$ cat src/design/bsdt_pkg.sv
`timescale 1ns / 1ps
`default_nettype none

package bsdt_pkg;

	// Longest search or replacement pattern, in bytes (1 to 8)
	localparam int MAX_PATTERN = 8;
	// Width of a byte count that can hold MAX_PATTERN itself
	localparam int CNT_W = $clog2(MAX_PATTERN + 1);
	// Width of an index into the pattern bytes
	localparam int IDX_W = (MAX_PATTERN > 1) ? $clog2(MAX_PATTERN) : 1;

	// Item kinds carried on the mode field
	localparam logic [1:0] MODE_DATA = 2'd0;
	localparam logic [1:0] MODE_LOAD = 2'd1;
	localparam logic [1:0] MODE_END  = 2'd2;
	localparam logic [1:0] MODE_NONE = 2'd3;

	// Configuration register indexes; each register sits at byte address 8 * index
	localparam logic [1:0] REG_MATCH_PATTERN   = 2'd0;
	localparam logic [1:0] REG_MATCH_LENGTH    = 2'd1;
	localparam logic [1:0] REG_REPLACE_PATTERN = 2'd2;
	localparam logic [1:0] REG_REPLACE_LENGTH  = 2'd3;

	// Configuration register contents as seen by the datapath
	typedef struct packed {
		logic [63:0] match_pattern;
		logic [3:0]  match_length;
		logic [63:0] replace_pattern;
		logic [3:0]  replace_length;
	} bsdt_cfg_t;

	// One token from the substitution stage to the map stage
	typedef struct packed {
		logic       is_byte;
		logic       is_write;
		logic       fin;
		logic [7:0] data;
		logic [7:0] wr_target;
		logic       wr_delete;
	} bsdt_tok_t;

	// Substitution sequencer states
	typedef enum logic [1:0] {
		ST_IDLE,
		ST_FIRST,
		ST_SHIFT,
		ST_REPL
	} bsdt_state_t;

endpackage

`default_nettype wire

$ cat src/design/bsdt_cell.sv
`timescale 1ns / 1ps
`default_nettype none

module bsdt_cell (
	input  wire logic       clk,
	input  wire logic       shift,
	input  wire logic       load,
	input  wire logic [7:0] load_byte,
	input  wire logic [7:0] next_byte,
	input  wire logic [7:0] pat_here,
	input  wire logic [7:0] pat_prev,
	input  wire logic       en_here,
	input  wire logic       en_prev,
	output logic      [7:0] cur_byte,
	output logic            miss_here,
	output logic            miss_prev
);

	logic [7:0] byte_q;

	// Take a new byte, or the neighbor's byte on a shift, else hold
	always_ff @(posedge clk) begin
		if (load) begin
			byte_q <= load_byte;
		end else if (shift) begin
			byte_q <= next_byte;
		end
	end

	// Compare against this position and against the position one lower
	assign miss_here = en_here && (byte_q != pat_here);
	assign miss_prev = en_prev && (byte_q != pat_prev);
	assign cur_byte  = byte_q;

endmodule

`default_nettype wire

$ cat src/design/bsdt_subst.sv
`timescale 1ns / 1ps
`default_nettype none

module bsdt_subst (
	input  wire logic                 clk,
	input  wire logic                 arst_n,
	input  wire bsdt_pkg::bsdt_cfg_t  cfg,
	input  wire logic                 in_valid,
	output logic                      in_ready,
	input  wire logic [1:0]           mode,
	input  wire logic [7:0]           byte_value,
	input  wire logic [7:0]           map_target,
	input  wire logic                 map_delete,
	output logic                      tok_valid,
	output bsdt_pkg::bsdt_tok_t       tok,
	input  wire logic                 tok_ready
);

	import bsdt_pkg::*;

	bsdt_state_t      state_q, state_d;
	logic [CNT_W-1:0] fill_q, fill_next, fill_m1;
	logic             flush_q, flush_d;
	logic [IDX_W-1:0] rep_idx_q, rep_idx_d;
	logic [1:0]       kind_q;
	logic [7:0]       ld_index_q, ld_target_q;
	logic             ld_delete_q;

	logic [CNT_W-1:0] len, rlen;
	logic [7:0]       win   [MAX_PATTERN];
	logic [7:0]       pat_b [MAX_PATTERN];
	logic [7:0]       rep_b [MAX_PATTERN];
	logic [MAX_PATTERN-1:0] en_here, en_prev, miss_here, miss_prev, load_vec;
	logic             prefix0, prefix1, flush, cont1, shift_first, repl_hit;
	logic             shift_now, repl_start, adv, acc, acc_data;

	// Clamp lengths to the window size
	assign len  = (cfg.match_length > 4'(MAX_PATTERN)) ? CNT_W'(MAX_PATTERN)
		: CNT_W'(cfg.match_length);
	assign rlen = (cfg.replace_length > 4'(MAX_PATTERN)) ? CNT_W'(MAX_PATTERN)
		: CNT_W'(cfg.replace_length);

	// Row of window cells; each shift hands a byte to the lower neighbor
	for (genvar i = 0; i < MAX_PATTERN; i++) begin : g_cell
		logic [7:0] nb, pp;

		assign pat_b[i] = cfg.match_pattern[8*i +: 8];
		assign rep_b[i] = cfg.replace_pattern[8*i +: 8];
		assign en_here[i] = (CNT_W'(i) < fill_q) && (CNT_W'(i) < len);
		assign load_vec[i] = acc_data && (fill_next == CNT_W'(i));

		if (i == 0) begin : g_first
			assign en_prev[i] = 1'b0;
			assign pp = pat_b[0];
		end else begin : g_rest
			assign en_prev[i] = (CNT_W'(i) < fill_q) && (CNT_W'(i - 1) < len);
			assign pp = pat_b[i - 1];
		end

		if (i == MAX_PATTERN - 1) begin : g_top
			assign nb = 8'h00;
		end else begin : g_mid
			assign nb = win[i + 1];
		end

		bsdt_cell u_cell (
			.clk       (clk),
			.shift     (shift_now && adv),
			.load      (load_vec[i]),
			.load_byte (byte_value),
			.next_byte (nb),
			.pat_here  (pat_b[i]),
			.pat_prev  (pp),
			.en_here   (en_here[i]),
			.en_prev   (en_prev[i]),
			.cur_byte  (win[i]),
			.miss_here (miss_here[i]),
			.miss_prev (miss_prev[i])
		);
	end

	// Window decisions on the current window and on the window after one shift
	assign prefix0     = ~|miss_here;
	assign prefix1     = ~|miss_prev;
	assign fill_m1     = fill_q - CNT_W'(1);
	assign flush       = ((state_q == ST_FIRST) && (kind_q == MODE_END))
		|| ((state_q == ST_SHIFT) && flush_q);
	assign cont1       = (fill_m1 != '0) && (flush || (len == '0) || (fill_m1 >= len) || !prefix1);
	assign shift_first = (len == '0) || (fill_q > len) || !prefix0;
	assign repl_hit    = (fill_q == len) && prefix0;

	// Token generation and next state
	always_comb begin
		tok        = '0;
		tok_valid  = 1'b0;
		shift_now  = 1'b0;
		repl_start = 1'b0;
		state_d    = state_q;
		flush_d    = flush_q;
		rep_idx_d  = rep_idx_q;

		unique case (state_q)
			ST_IDLE: begin
			end
			ST_FIRST: begin
				tok_valid = 1'b1;
				unique case (kind_q)
					MODE_DATA: begin
						if (shift_first) begin
							tok.is_byte = 1'b1;
							tok.data    = win[0];
							tok.fin     = !cont1;
							shift_now   = 1'b1;
							state_d     = ST_SHIFT;
							flush_d     = 1'b0;
						end else if (repl_hit) begin
							repl_start = 1'b1;
							if (rlen == '0) begin
								tok.fin = 1'b1;
							end else begin
								tok.is_byte = 1'b1;
								tok.data    = rep_b[0];
								tok.fin     = (rlen == CNT_W'(1));
								state_d     = ST_REPL;
								rep_idx_d   = IDX_W'(1);
							end
						end else begin
							tok.fin = 1'b1;
						end
					end
					MODE_LOAD: begin
						tok.is_write  = 1'b1;
						tok.data      = ld_index_q;
						tok.wr_target = ld_target_q;
						tok.wr_delete = ld_delete_q;
						tok.fin       = 1'b1;
					end
					MODE_END: begin
						if (fill_q != '0) begin
							tok.is_byte = 1'b1;
							tok.data    = win[0];
							tok.fin     = !cont1;
							shift_now   = 1'b1;
							state_d     = ST_SHIFT;
							flush_d     = 1'b1;
						end else begin
							tok.fin = 1'b1;
						end
					end
					default: begin
						tok.fin = 1'b1;
					end
				endcase
			end
			ST_SHIFT: begin
				tok_valid   = 1'b1;
				tok.is_byte = 1'b1;
				tok.data    = win[0];
				tok.fin     = !cont1;
				shift_now   = 1'b1;
			end
			ST_REPL: begin
				tok_valid   = 1'b1;
				tok.is_byte = 1'b1;
				tok.data    = rep_b[rep_idx_q];
				tok.fin     = ((CNT_W'(rep_idx_q) + CNT_W'(1)) == rlen);
				rep_idx_d   = rep_idx_q + IDX_W'(1);
			end
			default: begin
			end
		endcase

		adv      = tok_valid && tok_ready;
		in_ready = (state_q == ST_IDLE) || (tok_ready && tok.fin);
		acc      = in_valid && in_ready;
		acc_data = acc && (mode == MODE_DATA);

		// Hold everything while the token waits
		if (!adv) begin
			state_d   = state_q;
			flush_d   = flush_q;
			rep_idx_d = rep_idx_q;
		end else if (tok.fin) begin
			state_d = ST_IDLE;
		end
		if (acc) begin
			state_d = ST_FIRST;
		end

		// Fill after this cycle's action, before a new byte is appended
		if (adv && shift_now) begin
			fill_next = fill_m1;
		end else if (adv && repl_start) begin
			fill_next = '0;
		end else begin
			fill_next = fill_q;
		end
	end

	// Control registers
	always_ff @(posedge clk or negedge arst_n) begin
		if (!arst_n) begin
			state_q   <= ST_IDLE;
			fill_q    <= '0;
			flush_q   <= 1'b0;
			rep_idx_q <= '0;
		end else begin
			state_q   <= state_d;
			flush_q   <= flush_d;
			rep_idx_q <= rep_idx_d;
			fill_q    <= acc_data ? (fill_next + CNT_W'(1)) : fill_next;
		end
	end

	// Capture the accepted transaction
	always_ff @(posedge clk) begin
		if (acc) begin
			kind_q      <= mode;
			ld_index_q  <= byte_value;
			ld_target_q <= map_target;
			ld_delete_q <= map_delete;
		end
	end

`ifndef SYNTHESIS
	a_idle_fill : assert property (@(posedge clk) disable iff (!arst_n)
		(state_q == ST_IDLE) |-> (fill_q < CNT_W'(MAX_PATTERN)))
		else $error("window overfull while idle");
	a_repl_empty : assert property (@(posedge clk) disable iff (!arst_n)
		(state_q == ST_REPL) |-> (fill_q == '0))
		else $error("window not cleared during replacement");
	a_shift_fill : assert property (@(posedge clk) disable iff (!arst_n)
		(state_q == ST_SHIFT) |-> (fill_q != '0))
		else $error("shift with empty window");
	a_in_stall : assert property (@(posedge clk) disable iff (!arst_n)
		(tok_valid && !tok_ready) |-> !in_ready)
		else $error("input taken while token stalled");
`endif

endmodule

`default_nettype wire

$ cat src/design/bsdt_map.sv
`timescale 1ns / 1ps
`default_nettype none

module bsdt_map (
	input  wire logic                 clk,
	input  wire logic                 arst_n,
	input  wire logic                 tok_valid,
	input  wire bsdt_pkg::bsdt_tok_t  tok,
	output logic                      tok_ready,
	output logic                      out_valid,
	input  wire logic                 out_ready,
	output logic [7:0]                out_byte,
	output logic                      has_byte,
	output logic                      last
);

	import bsdt_pkg::*;

	logic [8:0]   map_mem [256];
	logic [255:0] map_vld_q;

	logic       tok_v_s1, is_byte_s1, fin_s1, hit_s1;
	logic [7:0] data_s1;
	logic [8:0] rd_s1;

	logic       hold_v_q, hold_fin_q;
	logic [7:0] hold_byte_q;

	logic       out_valid_q, has_byte_q, last_q;
	logic [7:0] out_byte_q;

	logic       tok_acc, out_free, survive;
	logic [7:0] ent_target;
	logic       emit, e_has, e_last, s1_take, hold_load, hold_clr;
	logic [7:0] e_byte;

	assign tok_acc = tok_valid && tok_ready;

	// Map memory: write on load tokens, registered read for byte tokens
	always_ff @(posedge clk) begin
		if (tok_acc && tok.is_write) begin
			map_mem[tok.data] <= {tok.wr_delete, tok.wr_target};
		end
		if (tok_acc && tok.is_byte) begin
			rd_s1  <= map_mem[tok.data];
			hit_s1 <= map_vld_q[tok.data];
		end
		if (tok_acc) begin
			is_byte_s1 <= tok.is_byte;
			fin_s1     <= tok.fin;
			data_s1    <= tok.data;
		end
	end

	// Entries never loaded read as identity, no deletion
	always_ff @(posedge clk or negedge arst_n) begin
		if (!arst_n) begin
			map_vld_q <= '0;
		end else if (tok_acc && tok.is_write) begin
			map_vld_q[tok.data] <= 1'b1;
		end
	end

	assign ent_target = hit_s1 ? rd_s1[7:0] : data_s1;
	assign survive    = is_byte_s1 && !(hit_s1 && rd_s1[8]);
	assign out_free   = !out_valid_q || out_ready;

	// Keep one surviving byte back so the final one can carry last
	always_comb begin
		emit      = 1'b0;
		e_byte    = 8'h00;
		e_has     = 1'b0;
		e_last    = 1'b0;
		s1_take   = 1'b0;
		hold_load = 1'b0;
		hold_clr  = 1'b0;
		if (hold_v_q && hold_fin_q) begin
			e_byte = hold_byte_q;
			e_has  = 1'b1;
			e_last = 1'b1;
			if (out_free) begin
				emit     = 1'b1;
				hold_clr = 1'b1;
			end
		end else if (tok_v_s1) begin
			if (survive) begin
				if (hold_v_q) begin
					e_byte = hold_byte_q;
					e_has  = 1'b1;
					if (out_free) begin
						emit      = 1'b1;
						s1_take   = 1'b1;
						hold_load = 1'b1;
					end
				end else if (fin_s1) begin
					e_byte = ent_target;
					e_has  = 1'b1;
					e_last = 1'b1;
					if (out_free) begin
						emit    = 1'b1;
						s1_take = 1'b1;
					end
				end else begin
					s1_take   = 1'b1;
					hold_load = 1'b1;
				end
			end else if (fin_s1) begin
				e_byte = hold_v_q ? hold_byte_q : 8'h00;
				e_has  = hold_v_q;
				e_last = 1'b1;
				if (out_free) begin
					emit     = 1'b1;
					s1_take  = 1'b1;
					hold_clr = 1'b1;
				end
			end else begin
				s1_take = 1'b1;
			end
		end
	end

	assign tok_ready = !tok_v_s1 || s1_take;

	// Stage valid, hold valid and output valid
	always_ff @(posedge clk or negedge arst_n) begin
		if (!arst_n) begin
			tok_v_s1    <= 1'b0;
			hold_v_q    <= 1'b0;
			out_valid_q <= 1'b0;
		end else begin
			if (tok_ready) begin
				tok_v_s1 <= tok_valid;
			end
			if (hold_load) begin
				hold_v_q <= 1'b1;
			end else if (hold_clr) begin
				hold_v_q <= 1'b0;
			end
			if (emit) begin
				out_valid_q <= 1'b1;
			end else if (out_ready) begin
				out_valid_q <= 1'b0;
			end
		end
	end

	// Held byte and output payload
	always_ff @(posedge clk) begin
		if (hold_load) begin
			hold_byte_q <= ent_target;
			hold_fin_q  <= fin_s1;
		end
		if (emit) begin
			out_byte_q <= e_byte;
			has_byte_q <= e_has;
			last_q     <= e_last;
		end
	end

	assign out_valid = out_valid_q;
	assign out_byte  = out_byte_q;
	assign has_byte  = has_byte_q;
	assign last      = last_q;

`ifndef SYNTHESIS
	a_empty_last : assert property (@(posedge clk) disable iff (!arst_n)
		(out_valid_q && !has_byte_q) |-> last_q)
		else $error("empty result without last");
	a_hold_first : assert property (@(posedge clk) disable iff (!arst_n)
		(hold_v_q && hold_fin_q) |-> !s1_take)
		else $error("stage consumed while final byte is held");
	a_hold_drain : assert property (@(posedge clk) disable iff (!arst_n)
		(hold_v_q && hold_fin_q && out_free) |=> !(hold_v_q && hold_fin_q))
		else $error("final held byte not released");
`endif

endmodule

`default_nettype wire

$ cat src/design/byte_substitute_delete_translate.sv
`timescale 1ns / 1ps
`default_nettype none

// Latency: a first result passes the sequencer state, the map stage and output register;
// an item that makes several tokens also waits in the held byte. Throughput: one input
// per cycle without output back-pressure when each item leaves at most one byte; an item
// that shifts out or replaces n bytes holds the input while the window row delivers them
// one byte a cycle unstalled, plus the drain of the held byte when two or more survive.
// Reset: asynchronous, active low; clears control/config registers to zero, empties the
// window fill; map: identity, no deletions (per-entry valid bits, no clearing pass).

module byte_substitute_delete_translate (
	input  wire logic        clk,
	input  wire logic        arst_n,
	input  wire logic        psel,
	input  wire logic        penable,
	input  wire logic        pwrite,
	input  wire logic [4:0]  paddr,
	input  wire logic [63:0] pwdata,
	output logic      [63:0] prdata,
	output logic             pready,
	input  wire logic        in_valid,
	output logic             in_ready,
	input  wire logic [1:0]  mode,
	input  wire logic [7:0]  byte_value,
	input  wire logic [7:0]  map_target,
	input  wire logic        map_delete,
	output logic             out_valid,
	input  wire logic        out_ready,
	output logic      [7:0]  out_byte,
	output logic             has_byte,
	output logic             last
);

	import bsdt_pkg::*;

	bsdt_cfg_t  cfg_q;
	bsdt_tok_t  tok;
	logic       tok_valid, tok_ready, cfg_wr;
	logic [1:0] reg_sel;

	assign pready  = 1'b1;
	assign reg_sel = paddr[4:3];
	assign cfg_wr  = psel && penable && pwrite && pready;

	// Write configuration registers in the access phase
	always_ff @(posedge clk or negedge arst_n) begin
		if (!arst_n) begin
			cfg_q <= '0;
		end else if (cfg_wr) begin
			unique case (reg_sel)
				REG_MATCH_PATTERN:   cfg_q.match_pattern   <= pwdata;
				REG_MATCH_LENGTH:    cfg_q.match_length    <= pwdata[3:0];
				REG_REPLACE_PATTERN: cfg_q.replace_pattern <= pwdata;
				REG_REPLACE_LENGTH:  cfg_q.replace_length  <= pwdata[3:0];
				default: begin
				end
			endcase
		end
	end

	// Read back the addressed register
	always_comb begin
		unique case (reg_sel)
			REG_MATCH_PATTERN:   prdata = cfg_q.match_pattern;
			REG_MATCH_LENGTH:    prdata = {60'd0, cfg_q.match_length};
			REG_REPLACE_PATTERN: prdata = cfg_q.replace_pattern;
			REG_REPLACE_LENGTH:  prdata = {60'd0, cfg_q.replace_length};
			default:             prdata = '0;
		endcase
	end

	bsdt_subst u_subst (
		.clk        (clk),
		.arst_n     (arst_n),
		.cfg        (cfg_q),
		.in_valid   (in_valid),
		.in_ready   (in_ready),
		.mode       (mode),
		.byte_value (byte_value),
		.map_target (map_target),
		.map_delete (map_delete),
		.tok_valid  (tok_valid),
		.tok        (tok),
		.tok_ready  (tok_ready)
	);

	bsdt_map u_map (
		.clk       (clk),
		.arst_n    (arst_n),
		.tok_valid (tok_valid),
		.tok       (tok),
		.tok_ready (tok_ready),
		.out_valid (out_valid),
		.out_ready (out_ready),
		.out_byte  (out_byte),
		.has_byte  (has_byte),
		.last      (last)
	);

endmodule

`default_nettype wire
$ cat config.mk
export PLATFORM = sky130hd
export DESIGN_NAME = byte_substitute_delete_translate
export DESIGN_NICKNAME = d
export VERILOG_FILES = /design/src/design/bsdt_pkg.sv /design/src/design/bsdt_cell.sv /design/src/design/bsdt_subst.sv /design/src/design/bsdt_map.sv /design/src/design/byte_substitute_delete_translate.sv
export SDC_FILE = /design/constraint.sdc
export NUM_CORES = 2
export LEC_CHECK = 0
export BUFFER_PORTS_ARGS = -buffer_cell sky130_fd_sc_hd__buf_2
export CORE_MARGIN = 4
export CORE_UTILIZATION = 46
export DETAILED_ROUTE_END_ITERATION = 7
export PLACE_DENSITY = 0.63
export SETUP_SLACK_MARGIN = 0.05
export SLEW_MARGIN = 10
export SYNTH_ARGS = -nofsm -noshare
export SYNTH_HDL_FRONTEND = slang
export SYNTH_SLANG_ARGS = --single-unit
$ cat constraint.sdc
create_clock -name clk -period 7.45 [get_ports clk]
set_input_delay 0.745 -clock clk [delete_from_list [all_inputs] [get_ports clk]]
set_output_delay 0.745 -clock clk [all_outputs]
set_load 0.05 [all_outputs]
==> impl_results.md <==
- Result of the run: finished, violations left
- Violated checks: design-rule violations
- Worst-case reg-to-reg path depth: 17
- Warnings, synthesis: 0
- Synthesized netlist cell count: 6,792
- Global-route wire length before repair: 478,000 um
- Biggest area consumer among synthesized cells: sky130_fd_sc_hd__edfxtp_1
- Top sig layer: met5
- Crit-path cells: inv_1 -> ha_1 -> nor2b_1 -> o22ai_1 -> a211oi_1 -> or4_1 -> nor3_1 -> a311o_1 -> a2bb2oi_4 -> buf_12 -> buf_4 -> a22o_1 -> a221oi_1 -> o22ai_1 -> o21ai_0 -> a41oi_1 -> or4_1
- Number of placement rows: 179
- Wirelength, routed: 333,000 um
- Y dimension of the die: 498 um
- Netlist area before placement: about 110,000 um^2
- Final cell utilization of the core: 0.535
- Maxcap violations: 0
- Root cell of the clock tree: sky130_fd_sc_hd__clkbuf_16
- Met3 layer wire length in the routed design: 35,300 um
- Met2 WL: between 150,000 and 200,000 um
- Number of nets still failing antenna checks after routing: 0
- Area growth, synth to finish: 15.3%
- Synth area leaders: sky130_fd_sc_hd__edfxtp_1 66%, sky130_fd_sc_hd__dfrtp_1 9.2%, sky130_fd_sc_hd__mux2_2 4.0%, sky130_fd_sc_hd__a222oi_1 2.5%, sky130_fd_sc_hd__a22oi_1 2.1%
- Overall global routing resource usage: 0.261
- Most frequently used flop master after synthesis: sky130_fd_sc_hd__edfxtp_1
- Post-layout nets: 7,409
- Critical Path Fanout Max: 59
- Initial antenna violation count: 15
- Synth Net Count: 6,908
- Largest stage delay on the critical path: 0.70 ns
- Clock latency on the worst-skew pair: 0.94 ns
- Final clock skew: 0.0576 ns
- Req. time, crit path: 8.11 ns
- Async set-reset flop share out of synthesis: 0.143
- Residual DRC count: 17
- Average wire per standard cell: 31.1 um
- Full die area: 248,000 um^2
- Detailed-route via count: 68,600
- Number of DRC violations after detailed-routing iteration 0: 10,300
- Starting density of the core: 0.464
- Setup Viol. Count Final: 0
- Avg Synthesized Cell Area: about 16 um^2
- Cell internal power dissipation: roughly 32 mW
- Post-detailed-route via-to-cell ratio: 6.42
- Fin crit period: 6.90 ns
- Critical path endpoint category: flop
- Worst hold path stage count: 2
- Maximum number of buffers from clock root to sink: 4
- Arrival time at the worst endpoint: 7.56 ns
- Critical Path Slowest Stage Cell: sky130_fd_sc_hd__or4_1
- Wire length on met1: 131,000 um
- CTS H-Tree Depth: 5
- Final number of hold-violating endpoints: 0
- Final worst path period share: 0.926
- I/O pin cnt: 172
- Part of the total power dissipated in sequential elements: 0.381
- Number of slew-limit violations in the final report: 0
- Combinational fraction of design power: 0.328
- Slew Limit Headroom: 0.137
- Worst Setup Start Kind: flop
- Synth Register Bits: 2,831
- Clock tree from TritonCTS: yes
- Proportion of power drawn by the clock network: 0.291
- Detail Placement HPWL: approximately 200,000 um
- Number of clock sinks: 2,831
- Pwr Density: 395 nW/um^2
- Number of enable-type register cells in the synthesized netlist: 2,426
- Number of global-route vias before repair: 67,200
- Total Negative Setup Slacks: 0 ns
- Static Leak: about 45 nW
- Switching power: 18.1 mW
- RSZ-0062 raised after global routing: no
- Pin slew with the least headroom to its limit: 1.29 ns
- Sequential area share after synthesis: 0.750
- Placer's final routability congestion estimate: between 0.9 and 1
- Num CTS Buffers: just over 300
- Critical setup path kind: flop to flop
- Leftover overflow at the end of global routing: 0
- Initial DRT Pass Iterations: 8
- Switching fraction of total power: 0.359
- Clock transition at path regs: approximately 0.060 ns
- Ratio of cells with drive above 1 in the final layout: 0.237
- Hold crit path type: primary input to flop
- Maximum resistive drop on vdd: 0.284 mV
- Count leader, synth: sky130_fd_sc_hd__edfxtp_1
- Placeable core region: approximately 240,000 um^2
- Maximum operating frequency: about 0.14 GHz
- Largest net degree at the start of global routing: 217
- Cts repair resizes: 0
- Die Wd: 498 um
- Buf+Inv Stages, Crit Path: 3
- Yosys top cell area share: 0.659
- Largest delay share family, worst path: compound AO/OA/AOI/OAI gates
- Synth top cells by count: 2,426 x sky130_fd_sc_hd__edfxtp_1, 405 x sky130_fd_sc_hd__dfrtp_1, 388 x sky130_fd_sc_hd__mux2_2
- I/O Buffers: 167
- Total number of cells along the worst setup path: 17
- Distinct cell type count after synthesis: a little under 80
## path summary, 6_finish.rpt
path | start | endpoint | slack [ns]
min in group asynchronous | arst_n | cfg_q[32]$_DFFE_PN0P_ | 0.35
worst min register to register | u_map.map_vld_q[137]$_DFFE_PN0P_ | u_map.map_vld_q[137]$_DFFE_PN0P_ | 0.46
worst max register to register | u_subst.fill_q[0]$_DFF_PN0_ | u_map.rd_s1[1]$_DFFE_PP_ | 0.55
max in group asynchronous | arst_n | cfg_q[119]$_DFFE_PN0P_ | 5.81
worst min-delay path | pwdata[10] | cfg_q[14]$_DFFE_PN0P_ | 0.07
worst max-delay path | u_subst.fill_q[0]$_DFF_PN0_ | u_map.rd_s1[1]$_DFFE_PP_ | 0.55
## placed cells by master (no fill, tap or decap), types with 71 or more instances in the layout
cell	netlist	final
sky130_fd_sc_hd__clkbuf_16	0	309
sky130_fd_sc_hd__mux2_2	388	388
sky130_fd_sc_hd__edfxtp_1	2426	2426
sky130_fd_sc_hd__nand2_1	232	227
sky130_fd_sc_hd__a222oi_1	279	279
sky130_fd_sc_hd__o22ai_1	171	169
sky130_fd_sc_hd__clkbuf_1	215	71
sky130_fd_sc_hd__or2_2	256	256
sky130_fd_sc_hd__nor2_1	382	375
sky130_fd_sc_hd__dfrtp_1	405	405
sky130_fd_sc_hd__xor2_1	98	98
sky130_fd_sc_hd__a221oi_1	162	162
sky130_fd_sc_hd__a22o_1	183	183
sky130_fd_sc_hd__a22oi_1	308	307
sky130_fd_sc_hd__mux2i_1	84	84
sky130_fd_sc_hd__a21oi_1	295	294
sky130_fd_sc_hd__buf_4	14	428
sky130_fd_sc_hd__buf_2	155	165
sky130_fd_sc_hd__o21ai_0	142	142
## kinds of logic after synthesis
family                   Yosys count  share of synthesized area
buffers and inverters            485                     0.0187
adder cells (fa/ha/maj)           22                    0.00247
other                              1                  0.0000339
AND/OR/NAND/NOR                 1080                     0.0474
AO/OA/AOI/OAI                   1754                      0.120
multiplexers                     492                     0.0512
flip-flops                      2831                      0.750
XOR/XNOR                         127                     0.0101
## power by group through the flow
stage	logic [mW]	clock network (mW)	registers (mW)
2_1_floorplan	8.87	0	19.5
3_3_place_gp	16.0	0	19.5
3_5_place_dp	16.1	0	19.5
4_1_cts	16.2	14.8	19.2
5_1_grt	17.1	15.5	19.2
6_report	16.5	14.7	19.2
## final cells by class
type / count / area [um^2]
inverter: 30 / 118
antenna: 9 / 22.5
timing repair buffer: 651 / 5090
sequential: 2831 / 83000
tap: 3167 / 3960
multi-input combinational: 3476 / 25700
fill: 18900 / 111000
clock buffer: 413 / 8450
clock inverter: 115 / 1140
## state kept, by name (all words and copies together), names as in the netlist, 2 cells and up
name	flops
cfg_q	136
u_subst.g_cell.u_cell.cur_byte	64
u_subst.fill_q	4
u_map.data_s1	8
u_map.map_vld_q	256
u_subst.rep_idx_q	3
u_map.hold_byte_q	8
u_subst.ld_target_q	8
u_map.map_mem	2304
u_subst.kind_q	2
u_map.rd_s1	9
u_map.out_byte	8
u_subst.ld_index_q	8
u_subst.state_q	2
## worst reg2reg max path: stages (launching register included)
cell                        delay [ns]
sky130_fd_sc_hd__dfrtp_1          0.46
sky130_fd_sc_hd__inv_1            0.11
sky130_fd_sc_hd__ha_1             0.30
sky130_fd_sc_hd__nor2b_1          0.09
sky130_fd_sc_hd__o22ai_1          0.23
sky130_fd_sc_hd__a211oi_1         0.11
sky130_fd_sc_hd__or4_1            0.70
sky130_fd_sc_hd__nor3_1           0.65
sky130_fd_sc_hd__a311o_1          0.43
sky130_fd_sc_hd__a2bb2oi_4        0.39
sky130_fd_sc_hd__buf_12           0.35
sky130_fd_sc_hd__buf_4            0.34
sky130_fd_sc_hd__a22o_1           0.27
sky130_fd_sc_hd__a221oi_1         0.29
sky130_fd_sc_hd__o22ai_1          0.13
sky130_fd_sc_hd__o21ai_0          0.62
sky130_fd_sc_hd__a41oi_1          0.51
sky130_fd_sc_hd__or4_1            0.65
## routing by layer
metal | vias up | GRT usage
met5 | - | 0
met4 | 6 | 0.108
met3 | 743 | 0.0626
met2 | 4160 | 0.398
met1 | 35200 | 0.362
li1 | 28500 | -
## through the flow
stage	total power, mW	std cells	setup WS, ns	instance area [um^2]	hold slack [ns]
2_1_floorplan	28.4	6792	2.02	111000	0.424
3_3_place_gp	35.4	10100	0.885	118000	0.438
3_5_place_dp	35.6	10100	0.788	118000	0.445
4_1_cts	50.2	10700	0.789	127000	0.0126
5_1_grt	51.8	10700	0.417	127000	0.0243
6_report	50.3	10700	0.548	128000	0.0683
## repair_timing
action	in CTS	in global routing
setup endpoints to repair	0	0
hold buffers	10	0
hold endpoints to repair	67	0
setup buffers	0	0
(Power assumes the default switching activity.)
